`src/rtl/core/sdu_pkg.sv`:
```
// Shared types and operation codes for the step-division unit.
`timescale 1ns / 1ps
`default_nettype none

package sdu_pkg;

    // Operation codes carried in the kind field
    localparam logic [2:0] KIND_DIV0S = 3'd0;
    localparam logic [2:0] KIND_DIV0U = 3'd1;
    localparam logic [2:0] KIND_DIV1  = 3'd2;
    localparam logic [2:0] KIND_DIV2S = 3'd3;
    localparam logic [2:0] KIND_DIV3S = 3'd4;
    localparam logic [2:0] KIND_LOAD  = 3'd5;

    localparam int WORD_W   = 32;
    localparam int SIGN_BIT = WORD_W - 1;

    typedef logic [WORD_W-1:0] word_t;

    // Architectural divider state
    typedef struct packed {
        word_t high_word;
        word_t low_word;
        logic  dividend_sign;
        logic  divisor_sign;
    } sdu_state_t;

endpackage

`default_nettype wire

```
`src/rtl/core/sdu_req_if.sv`:
```
// Request channel: one operation with its operand.
`timescale 1ns / 1ps
`default_nettype none

interface sdu_req_if;
    logic        valid;
    logic        ready;
    logic [2:0]  kind;
    logic [31:0] operand;

    modport source (output valid, output kind, output operand, input ready);
    modport sink   (input valid, input kind, input operand, output ready);
endinterface

`default_nettype wire

```
`src/rtl/core/sdu_rsp_if.sv`:
```
// Response channel: divider state after one operation plus trap flag.
`timescale 1ns / 1ps
`default_nettype none

interface sdu_rsp_if;
    logic        valid;
    logic        ready;
    logic [31:0] quotient_word;
    logic [31:0] remainder_word;
    logic        dividend_negative;
    logic        divisor_negative;
    logic        zero_divide_trap;

    modport source (output valid, output quotient_word, output remainder_word,
                    output dividend_negative, output divisor_negative,
                    output zero_divide_trap, input ready);
    modport sink   (input valid, input quotient_word, input remainder_word,
                    input dividend_negative, input divisor_negative,
                    input zero_divide_trap, output ready);
endinterface

`default_nettype wire

```
`src/rtl/core/sdu_step.sv`:
```
// Combinational next-state logic for one divider operation.
`timescale 1ns / 1ps
`default_nettype none

module sdu_step (
    input  wire logic [2:0]         kind,
    input  wire sdu_pkg::word_t     operand,
    input  wire sdu_pkg::sdu_state_t state_cur,
    output sdu_pkg::sdu_state_t     state_nxt,
    output logic                    trap
);

    sdu_pkg::word_t shl_high;
    sdu_pkg::word_t shl_low;
    sdu_pkg::word_t step_sum;
    logic           step_sub;
    logic           step_take;
    sdu_pkg::word_t fix_sum;

    // Shift the 64-bit pair left by one
    assign shl_high = {state_cur.high_word[sdu_pkg::SIGN_BIT-1:0],
                       state_cur.low_word[sdu_pkg::SIGN_BIT]};
    assign shl_low  = {state_cur.low_word[sdu_pkg::SIGN_BIT-1:0], 1'b0};

    // Subtract when signs agree, add otherwise
    assign step_sub = (state_cur.dividend_sign == state_cur.divisor_sign);
    assign step_sum = step_sub ? (shl_high - operand) : (shl_high + operand);

    // Accept the step per sign case, comparing against the shifted high word
    always_comb
    begin
        case ({state_cur.dividend_sign, state_cur.divisor_sign})
            2'b00:   step_take = (step_sum <= shl_high);
            2'b01:   step_take = (step_sum <  shl_high);
            2'b10:   step_take = (step_sum >= shl_high);
            2'b11:   step_take = (step_sum >  shl_high);
            default: step_take = 1'b0;
        endcase
    end

    // Remainder fix-up sum
    assign fix_sum = state_cur.divisor_sign ? (state_cur.high_word - operand)
                                            : (state_cur.high_word + operand);

    // Select the next state by operation
    always_comb
    begin
        state_nxt = state_cur;
        trap      = 1'b0;
        case (kind)
            sdu_pkg::KIND_DIV0S:
            begin
                if (operand == '0)
                begin
                    trap = 1'b1;
                end
                else
                begin
                    state_nxt.dividend_sign = state_cur.low_word[sdu_pkg::SIGN_BIT];
                    state_nxt.high_word     = {sdu_pkg::WORD_W{
                                               state_cur.low_word[sdu_pkg::SIGN_BIT]}};
                    state_nxt.divisor_sign  = operand[sdu_pkg::SIGN_BIT];
                end
            end
            sdu_pkg::KIND_DIV0U:
            begin
                if (operand == '0)
                begin
                    trap = 1'b1;
                end
                else
                begin
                    state_nxt.high_word     = '0;
                    state_nxt.dividend_sign = 1'b0;
                    state_nxt.divisor_sign  = 1'b0;
                end
            end
            sdu_pkg::KIND_DIV1:
            begin
                state_nxt.high_word = step_take ? step_sum : shl_high;
                state_nxt.low_word  = {shl_low[sdu_pkg::SIGN_BIT:1], step_take};
            end
            sdu_pkg::KIND_DIV2S:
            begin
                if (state_cur.dividend_sign && (fix_sum == '0))
                begin
                    state_nxt.high_word = '0;
                    state_nxt.low_word  = state_cur.low_word + 32'd1;
                end
            end
            sdu_pkg::KIND_DIV3S:
            begin
                if (state_cur.dividend_sign != state_cur.divisor_sign)
                begin
                    state_nxt.low_word = '0 - state_cur.low_word;
                end
            end
            sdu_pkg::KIND_LOAD:
            begin
                state_nxt.low_word = operand;
            end
            default:
            begin
                state_nxt = state_cur;
            end
        endcase
    end

endmodule

`default_nettype wire

```
`src/rtl/core/step_division_unit_core.sv`:
```
// Step-division unit top level: request register, step logic, response register.
//
// Usage: each request on req carries one operation (kind) and a 32-bit operand:
// set-up signed/unsigned, one division step, remainder fix-up, quotient sign
// fix-up, or a dividend load. Each request produces exactly one response on rsp
// with the quotient (low) word, remainder (high) word, both sign flags and a
// zero-divide trap raised by a set-up with a zero divisor.
// Order: a request accepted on req is held in the request register, then executed
// against the divider state into the response register when rsp can take it.
// Throughput: one request per cycle while rsp is not held; the path that sets
// it is the single 32-bit add/subtract plus compare of the division step.
// Stall: while rsp is held, the response register holds and the request
// register takes one more request; req.ready then drops until rsp drains.
// Reset: rst_n clears the state pair, both sign flags and all valid bits.
`timescale 1ns / 1ps
`default_nettype none

module step_division_unit_core (
    input  wire logic clk,
    input  wire logic rst_n,
    sdu_req_if.sink   req,
    sdu_rsp_if.source rsp
);

    logic                req_valid_reg;
    logic [2:0]          kind_reg;
    sdu_pkg::word_t      operand_reg;
    logic                rsp_valid_reg;
    sdu_pkg::word_t      quotient_reg;
    sdu_pkg::word_t      remainder_reg;
    logic                dneg_reg;
    logic                vneg_reg;
    logic                trap_reg;
    sdu_pkg::sdu_state_t state_reg;
    sdu_pkg::sdu_state_t state_next;
    logic                trap_next;
    logic                advance;

    // Execute the held request when the response slot is free or draining
    assign advance   = req_valid_reg && (!rsp_valid_reg || rsp.ready);
    assign req.ready = !req_valid_reg || advance;

    // Capture the request
    always_ff @(posedge clk or negedge rst_n)
    begin
        if (!rst_n)
        begin
            req_valid_reg <= 1'b0;
        end
        else if (req.ready)
        begin
            req_valid_reg <= req.valid;
        end
    end

    always_ff @(posedge clk)
    begin
        if (req.valid && req.ready)
        begin
            kind_reg    <= req.kind;
            operand_reg <= req.operand;
        end
    end

    // Compute the step
    sdu_step u_step (
        .kind      (kind_reg),
        .operand   (operand_reg),
        .state_cur (state_reg),
        .state_nxt (state_next),
        .trap      (trap_next)
    );

    // Advance the divider state
    always_ff @(posedge clk or negedge rst_n)
    begin
        if (!rst_n)
        begin
            state_reg     <= '0;
            rsp_valid_reg <= 1'b0;
        end
        else
        begin
            if (advance)
            begin
                state_reg <= state_next;
            end
            if (advance)
            begin
                rsp_valid_reg <= 1'b1;
            end
            else if (rsp.ready)
            begin
                rsp_valid_reg <= 1'b0;
            end
        end
    end

    // Hold the response payload
    always_ff @(posedge clk)
    begin
        if (advance)
        begin
            quotient_reg  <= state_next.low_word;
            remainder_reg <= state_next.high_word;
            dneg_reg      <= state_next.dividend_sign;
            vneg_reg      <= state_next.divisor_sign;
            trap_reg      <= trap_next;
        end
    end

    assign rsp.valid             = rsp_valid_reg;
    assign rsp.quotient_word     = quotient_reg;
    assign rsp.remainder_word    = remainder_reg;
    assign rsp.dividend_negative = dneg_reg;
    assign rsp.divisor_negative  = vneg_reg;
    assign rsp.zero_divide_trap  = trap_reg;

    // A pending response always mirrors the current divider state
    assert property (@(posedge clk) disable iff (!rst_n)
        rsp_valid_reg |-> (quotient_reg == state_reg.low_word)
                       && (remainder_reg == state_reg.high_word)
                       && (dneg_reg == state_reg.dividend_sign)
                       && (vneg_reg == state_reg.divisor_sign))
        else $error("response payload out of step with divider state");

    // A trapped set-up leaves the state untouched
    assert property (@(posedge clk) disable iff (!rst_n)
        (advance && trap_next) |=> (state_reg == $past(state_reg)))
        else $error("zero-divide trap changed divider state");

    // A held request stays put until it executes
    assert property (@(posedge clk) disable iff (!rst_n)
        (req_valid_reg && !advance) |=> (req_valid_reg && $stable(kind_reg)
                                        && $stable(operand_reg)))
        else $error("stalled request lost or changed");

    // State changes only when a request executes
    assert property (@(posedge clk) disable iff (!rst_n)
        !advance |=> (state_reg == $past(state_reg)))
        else $error("divider state changed without a request");

endmodule

`default_nettype wire

```
`src/flat_wrapper.sv`:
```
// flat-port wrapper written by rule: the top's interface ports become plain ports
module step_division_unit_core_flat 
  (clk, rst_n, req_valid, req_kind, req_operand, req_ready, rsp_valid, rsp_quotient_word, rsp_remainder_word, rsp_dividend_negative, rsp_divisor_negative, rsp_zero_divide_trap, rsp_ready);
  sdu_req_if req_i ();
  sdu_rsp_if rsp_i ();
  input  wire logic clk;
  input  wire logic rst_n;
  input wire logic [$bits(req_i.valid)-1:0] req_valid;
  input wire logic [$bits(req_i.kind)-1:0] req_kind;
  input wire logic [$bits(req_i.operand)-1:0] req_operand;
  output wire logic [$bits(req_i.ready)-1:0] req_ready;
  output wire logic [$bits(rsp_i.valid)-1:0] rsp_valid;
  output wire logic [$bits(rsp_i.quotient_word)-1:0] rsp_quotient_word;
  output wire logic [$bits(rsp_i.remainder_word)-1:0] rsp_remainder_word;
  output wire logic [$bits(rsp_i.dividend_negative)-1:0] rsp_dividend_negative;
  output wire logic [$bits(rsp_i.divisor_negative)-1:0] rsp_divisor_negative;
  output wire logic [$bits(rsp_i.zero_divide_trap)-1:0] rsp_zero_divide_trap;
  input wire logic [$bits(rsp_i.ready)-1:0] rsp_ready;
  assign req_i.valid = req_valid;
  assign req_i.kind = req_kind;
  assign req_i.operand = req_operand;
  assign req_ready = req_i.ready;
  assign rsp_valid = rsp_i.valid;
  assign rsp_quotient_word = rsp_i.quotient_word;
  assign rsp_remainder_word = rsp_i.remainder_word;
  assign rsp_dividend_negative = rsp_i.dividend_negative;
  assign rsp_divisor_negative = rsp_i.divisor_negative;
  assign rsp_zero_divide_trap = rsp_i.zero_divide_trap;
  assign rsp_i.ready = rsp_ready;
  step_division_unit_core u_core (.clk(clk), .rst_n(rst_n), .req(req_i), .rsp(rsp_i));
endmodule
```
`config.mk`:
```
export PLATFORM = sky130hd
export DESIGN_NAME = step_division_unit_core_flat
export DESIGN_NICKNAME = d
export VERILOG_FILES = /design/src/rtl/core/sdu_pkg.sv /design/src/rtl/core/sdu_req_if.sv /design/src/rtl/core/sdu_rsp_if.sv /design/src/rtl/core/sdu_step.sv /design/src/rtl/core/step_division_unit_core.sv /design/src/flat_wrapper.sv
export SDC_FILE = /design/constraint.sdc
export NUM_CORES = 1
export LEC_CHECK = 0
export BUFFER_PORTS_ARGS = -buffer_cell sky130_fd_sc_hd__buf_2
export CORE_MARGIN = 3
export CORE_UTILIZATION = 50
export CTS_CLUSTER_DIAMETER = 60
export DETAILED_ROUTE_END_ITERATION = 10
export PLACE_DENSITY = 0.81
export SLEW_MARGIN = 20
export SYNTH_ARGS = -nofsm -noshare
export SYNTH_HDL_FRONTEND = slang
export SYNTH_SLANG_ARGS = --single-unit
```
`constraint.sdc`:
```
create_clock -name clk -period 8 [get_ports clk]
set_input_delay 0.4 -clock clk [delete_from_list [all_inputs] [get_ports clk]]
set_output_delay 0.4 -clock clk [all_outputs]
set_load 0.02 [all_outputs]
```
======== Word level (Yosys, flattened, before mapping) ========
Index checks and enable logic that the tools add are counted.
cells by class
  add/sub/neg operators ................... 6
  $lt $le $gt $ge ......................... 4
  equality and inequality tests ........... 10
  multiplexer cells ....................... 16
  reductions and logical operators ........ 13
operators with widths
  kind                                                                   count
  32-bit case mux with 4 select lines                                    2
  32-bit two-way mux                                                     6
  32-bit adder                                                           2
  32-bit logical NOT                                                     2
  64-bit two-way mux                                                     1
  32-bit subtractor                                                      2
  32-bit by 1-bit adder with 32-bit output, second input constant        1
  32-bit greater-or-equal comparator                                     1
  32-bit greater-than comparator                                         1
  32-bit <= comparator                                                   1
  32-bit < comparator                                                    1
  1-bit by 32-bit subtractor with 32-bit output, first input constant    1
  3-bit by 2-bit equality test with 1-bit output, second input constant  2
  3-bit equality test, second input constant                             2
  2-bit equality test, second input constant                             2
  2-bit two-way mux                                                      2
  1-bit case mux with 4 select lines                                     1
  2-bit case mux with 2 select lines                                     1
  3-bit by 1-bit equality test with 1-bit output, second input constant  1
  1-bit logical AND                                                      3
  3-bit logical NOT                                                      1
  1-bit two-way mux                                                      3
  2-bit by 1-bit equality test with 1-bit output, second input constant  1
  1-bit logical NOT                                                      2
  6 further kinds                                                        7
word-level totals
  bits in registers ....................... 170
  input bits .............................. 39
  output and inout port bits .............. 69
  word-level logic and storage cells ...... 62

======== Logic depth before layout (Yosys ltp) ========
  word-level depth ........................ 6
  gate-level depth with buffers ........... 35
  depth with buffers taken out ............ 31

======== By module ========
A second synthesis with hierarchy kept.
second synthesis, totals
  cells, all modules ...................... 1834
  area, all modules ....................... 15765.1 µm²
by module, submodules not included
  module                   times used  cells an instance  area an instance (µm²)  sequential area each (µm²)
  sdu_step                 1           1584               10038.4                 0.0
  step_division_unit_core  1           250                5726.7                  4764.6

======== Worst setup path before layout ========
OpenSTA, ideal clock, no wires.
  path type ............................... reg2reg
  start ................................... register u_core.state_reg[0] in the netlist's numbering
  end ..................................... register u_core.remainder_reg[31] (netlist: u_core.rsp.remainder_word[31]) (data pin)
  setup time .............................. 0.261 ns
  data arrival time ....................... 8.168 ns
  data required time ...................... 7.739 ns
  path slack .............................. -0.429 ns
  cell stages (with the launch flop) ...... 36
  clock period less this slack ............ 8.429 ns
  cell sequence ........................... dfrtp_1 > clkbuf_1 > inv_1 > ha_1 > clkbuf_1 > clkbuf_1 > clkbuf_1 > clkbuf_1 > o21ai_0 > xor2_1 > ha_1 > a21o_1 > a21oi_1 > o21ai_0 > a32oi_1 > nand3_1 > a311oi_1 > o21ai_0 > nand3_1 > nand4_1 > xnor2_1 > ha_1 > nand4_1 > or2_2 > nor3_1 > nand2_1 > or4_1 > a21oi_1 > mux2i_1 > o22ai_1 > clkbuf_1 > clkbuf_1 > nor2_1 > a211oi_1 > nand2_1 > o32a_1
RTL lines
  item                    line                            text
  start, declared         step_division_unit_core.sv:34   sdu_pkg::sdu_state_t state_reg;
  start signal, assigned  step_division_unit_core.sv:86   state_reg <= state_next;
  end signal, assigned    step_division_unit_core.sv:105  remainder_reg <= state_next.high_word;
  end, declared           step_division_unit_core.sv:30   sdu_pkg::word_t remainder_reg;

==> impl_metrics.json <==
{
  "cap_violations": 0,
  "grt_usage": 0.325,
  "numCtsBuffers": 17,
  "fill_cells": 2654,
  "synth_edf_count": 102,
  "port_buffers": 107,
  "dr.pass1.iters": 6,
  "slew_headroom": 0.235,
  "crit_fanout": 13,
  "syn_area_per_cell_um2": 8.16,
  "setup-violations-final": 0,
  "cp_data_arrival_time_ps": 7680,
  "finalInstanceArea_um2": 18100,
  "cpMostUsedCell": "a21oi_1",
  "critPathKind": "flip-flop to flip-flop",
  "ios": 108,
  "core-area_um2": 30800,
  "min-delay-start": "req_kind[2]",
  "largest_reg_flops": 66,
  "rrSetupSlack_ps": 500,
  "dpl_cell_area_um2": 17400,
  "crit_path_end": "u_core.rsp.remainder_word[14]$_DFFE_PP_",
  "start_kind": "flip-flop",
  "r2r_end": "u_core.rsp.remainder_word[14]$_DFFE_PP_",
  "vias": 16300,
  "fin_cells": 2483,
  "leakagePower_nw": 7.61,
  "status": "finished clean",
  "cts_tree": "built",
  "drt.antenna.violating_nets": 0,
  "grt_max_degree": 87,
  "antenna_found_initial": 0,
  "grt-ovfl-total": 0,
  "clk_pin_slew_ps": 70,
  "grt_pass1_vias": 15500,
  "finalCritPeriodShare": 0.938,
  "drc_errors": 0,
  "r2r-start": "u_core.operand_reg[11]$_DFFE_PP_",
  "end_kind": "flip-flop",
  "synth_area_um2": 15800,
  "h-tree-depth": 4,
  "whs_ps": 114,
  "finalHoldViolCount": 0,
  "chipHeight_um": 184,
  "die_w_um": 184,
  "cts.sinks": 170,
  "placedCellCount": 2445,
  "drive_gt1_frac": 0.163,
  "cp_top_family": "simple AND/OR/NAND/NOR gates",
  "fin_crit_ps": 7500,
  "critical_path_depth": 29,
  "grt_first_pass_wirelength_um": 86000,
  "synthTopCellsByArea": "edfxtp_1, dfrtp_1, ha_1",
  "critPathSlowestCell": "or4_1",
  "root_buffer": "clkbuf_16",
  "synth_nets": 2077,
  "crit_required_ps": 8170,
  "crit_start": "u_core.operand_reg[11]$_DFFE_PP_",
  "fmax_mhz": 133,
  "ctsLongestPathBuffers": 2,
  "synth_ff_type": "edfxtp_1",
  "rows": 64,
  "gp_congestion": 1.10,
  "irDropWorstVdd_v": 0.000194,
  "drt_iter0_drc": 2159,
  "slew_viol_final": 0,
  "fin_skew_ps": 15.1,
  "synthArstFlopShare": 0.400,
  "power_density_nw_per_um2": 425,
  "yosys.area.top_type": "edfxtp_1",
  "start_util": 0.513,
  "clock_latency_ps": 460,
  "synth.distinct_cells": 83,
  "yosysWarnings": 0,
  "slowest_delay_ps": 550,
  "final_nets": 2214,
  "ys_seq_area_frac": 0.302,
  "syn_to_final_growth_pct": 14.8,
  "worstRegToRegCells": 29,
  "hold_class": "input port to flip-flop",
  "synth.top_cell.area_share": 0.194,
  "worst_slew_pin_slew_ps": 1140,
  "dieArea_um2": 33800,
  "syn_inst": 1936,
  "synth-seq-cells": 170,
  "finalWirelength_um": 55400,
  "routed_via_density": 6.58,
  "wl_per_cell_um": 22.3,
  "place_hpwl_um": 41100,
  "cp_num_buf_inv": 2
}
## what timing repair did
item | CTS | global route
resized for setup | 0 | 11
setup buffers | 0 | 3
hold endpoints to repair | 27 | 0
hold buffers | 1 | 0
setup endpoints to repair | 0 | 65
## power breakdown
part           total [W]  switching [W]  internal, W
Sequential       0.00148       0.000327      0.00115
Clock           0.000868       0.000402     0.000467
Combinational    0.00536        0.00304      0.00232
## cell families (layout without fill, tap and decap cells)
group                    after synthesis  count (layout)  synth area share
AO/OA/AOI/OAI                        663             663             0.268
AND/OR/NAND/NOR                      623             623             0.197
buffers and inverters                203             353            0.0494
flip-flops                           170             170             0.302
XOR/XNOR                             126             126            0.0703
adder cells (fa/ha/maj)              102             102            0.0812
multiplexers                          49              49            0.0328
other                                  0               1                 0
## cell usage after synthesis (6+ instances only)
| cell type | count |
|---|---|
| a21oi_1 | 180 |
| a211oi_1 | 25 |
| o31ai_1 | 24 |
| ha_1 | 101 |
| a221oi_1 | 17 |
| clkbuf_1 | 110 |
| mux2_2 | 22 |
| or2_2 | 10 |
| or3_1 | 17 |
| a21boi_0 | 25 |
| a311oi_1 | 10 |
| and3_1 | 31 |
| nor2_1 | 176 |
| a31oi_1 | 20 |
| nand2_1 | 139 |
| mux2i_1 | 27 |
| nor3_1 | 54 |
| buf_2 | 6 |
| nand2b_1 | 27 |
| dfrtp_1 | 68 |
| xnor2_1 | 68 |
| o21bai_1 | 31 |
| inv_1 | 78 |
| buf_1 | 6 |
| nor4_1 | 20 |
| nand3_1 | 45 |
| edfxtp_1 | 102 |
| o41ai_1 | 6 |
| xor2_1 | 57 |
| o21a_1 | 28 |
| o22ai_1 | 12 |
| nand4_1 | 31 |
| nor2b_1 | 14 |
| or4_1 | 11 |
| a21o_1 | 50 |
| o21ai_0 | 160 |
| and2_1 | 18 |
| o211ai_1 | 8 |
## worst min-delay path by stage
| stage | end | slack, ps | depth (start not counted) |
|---|---|---|---|
| floorplan | u_core.req_valid_reg$_DFFE_PN0N_ | 100 | 0 |
| global placement | u_core.state_reg[25]$_DFFE_PN0P_ | 390 | 1 |
| detailed placement | u_core.state_reg[26]$_DFFE_PN0P_ | 390 | 1 |
| CTS | u_core.operand_reg[8]$_DFFE_PP_ | 100 | 1 |
| global route | u_core.operand_reg[26]$_DFFE_PP_ | 100 | 1 |
| finish | u_core.kind_reg[2]$_DFFE_PP_ | 110 | 1 |
## metrics by stage
stage               setup TNS, ps  worst slack [ps]  total power, W   util
floorplan                       0              85.6         0.00508      -
global placement                0               384         0.00651  0.565
detailed placement              0               241         0.00663  0.565
CTS                             0               220         0.00755  0.584
global route                -2.04             -2.04         0.00827  0.588
finish                          0               499         0.00770  0.588
## placed cells by master, fill, tap and decap left out, drive strengths merged, types with 14 or more instances in the layout
cell type / n
o31ai: 24
a31oi: 20
mux2: 22
buf: 241
nand3: 46
nor4: 24
a21oi: 180
a21o: 50
o21ai: 160
and2: 18
xnor2: 69
nand2: 139
nand2b: 27
or3: 19
dfrtp: 68
mux2i: 27
nor3: 55
clkbuf: 18
and3: 31
a221oi: 17
nor2: 176
nand4: 31
a21boi: 25
nor2b: 14
o21a: 28
inv: 83
a211oi: 25
xor2: 57
ha: 101
edfxtp: 102
o21bai: 31
## per-layer routing
layer / global-route usage / vias to the layer above / share of wire
li1: - / 7459 / -
met1: 0.432 / 7670 / 0.41
met2: 0.499 / 1015 / 0.43
met3: 0.0691 / 192 / 0.099
met4: 0.171 / 0 / 0.057
met5: 0 / - / 0
## area by class of cell
class                      count  area [µm²]  area share
antenna                        1        2.50    0.000138
clock inverter                14         160     0.00883
sequential                   170        4760       0.263
tap                          396         495      0.0273
clock buffer                  18         429      0.0237
multi-input combinational   1563       10400       0.571
timing repair buffer         242        1630      0.0898
inverter                      79         299      0.0165
No activity file was read; power rests on OpenSTA's default activity.
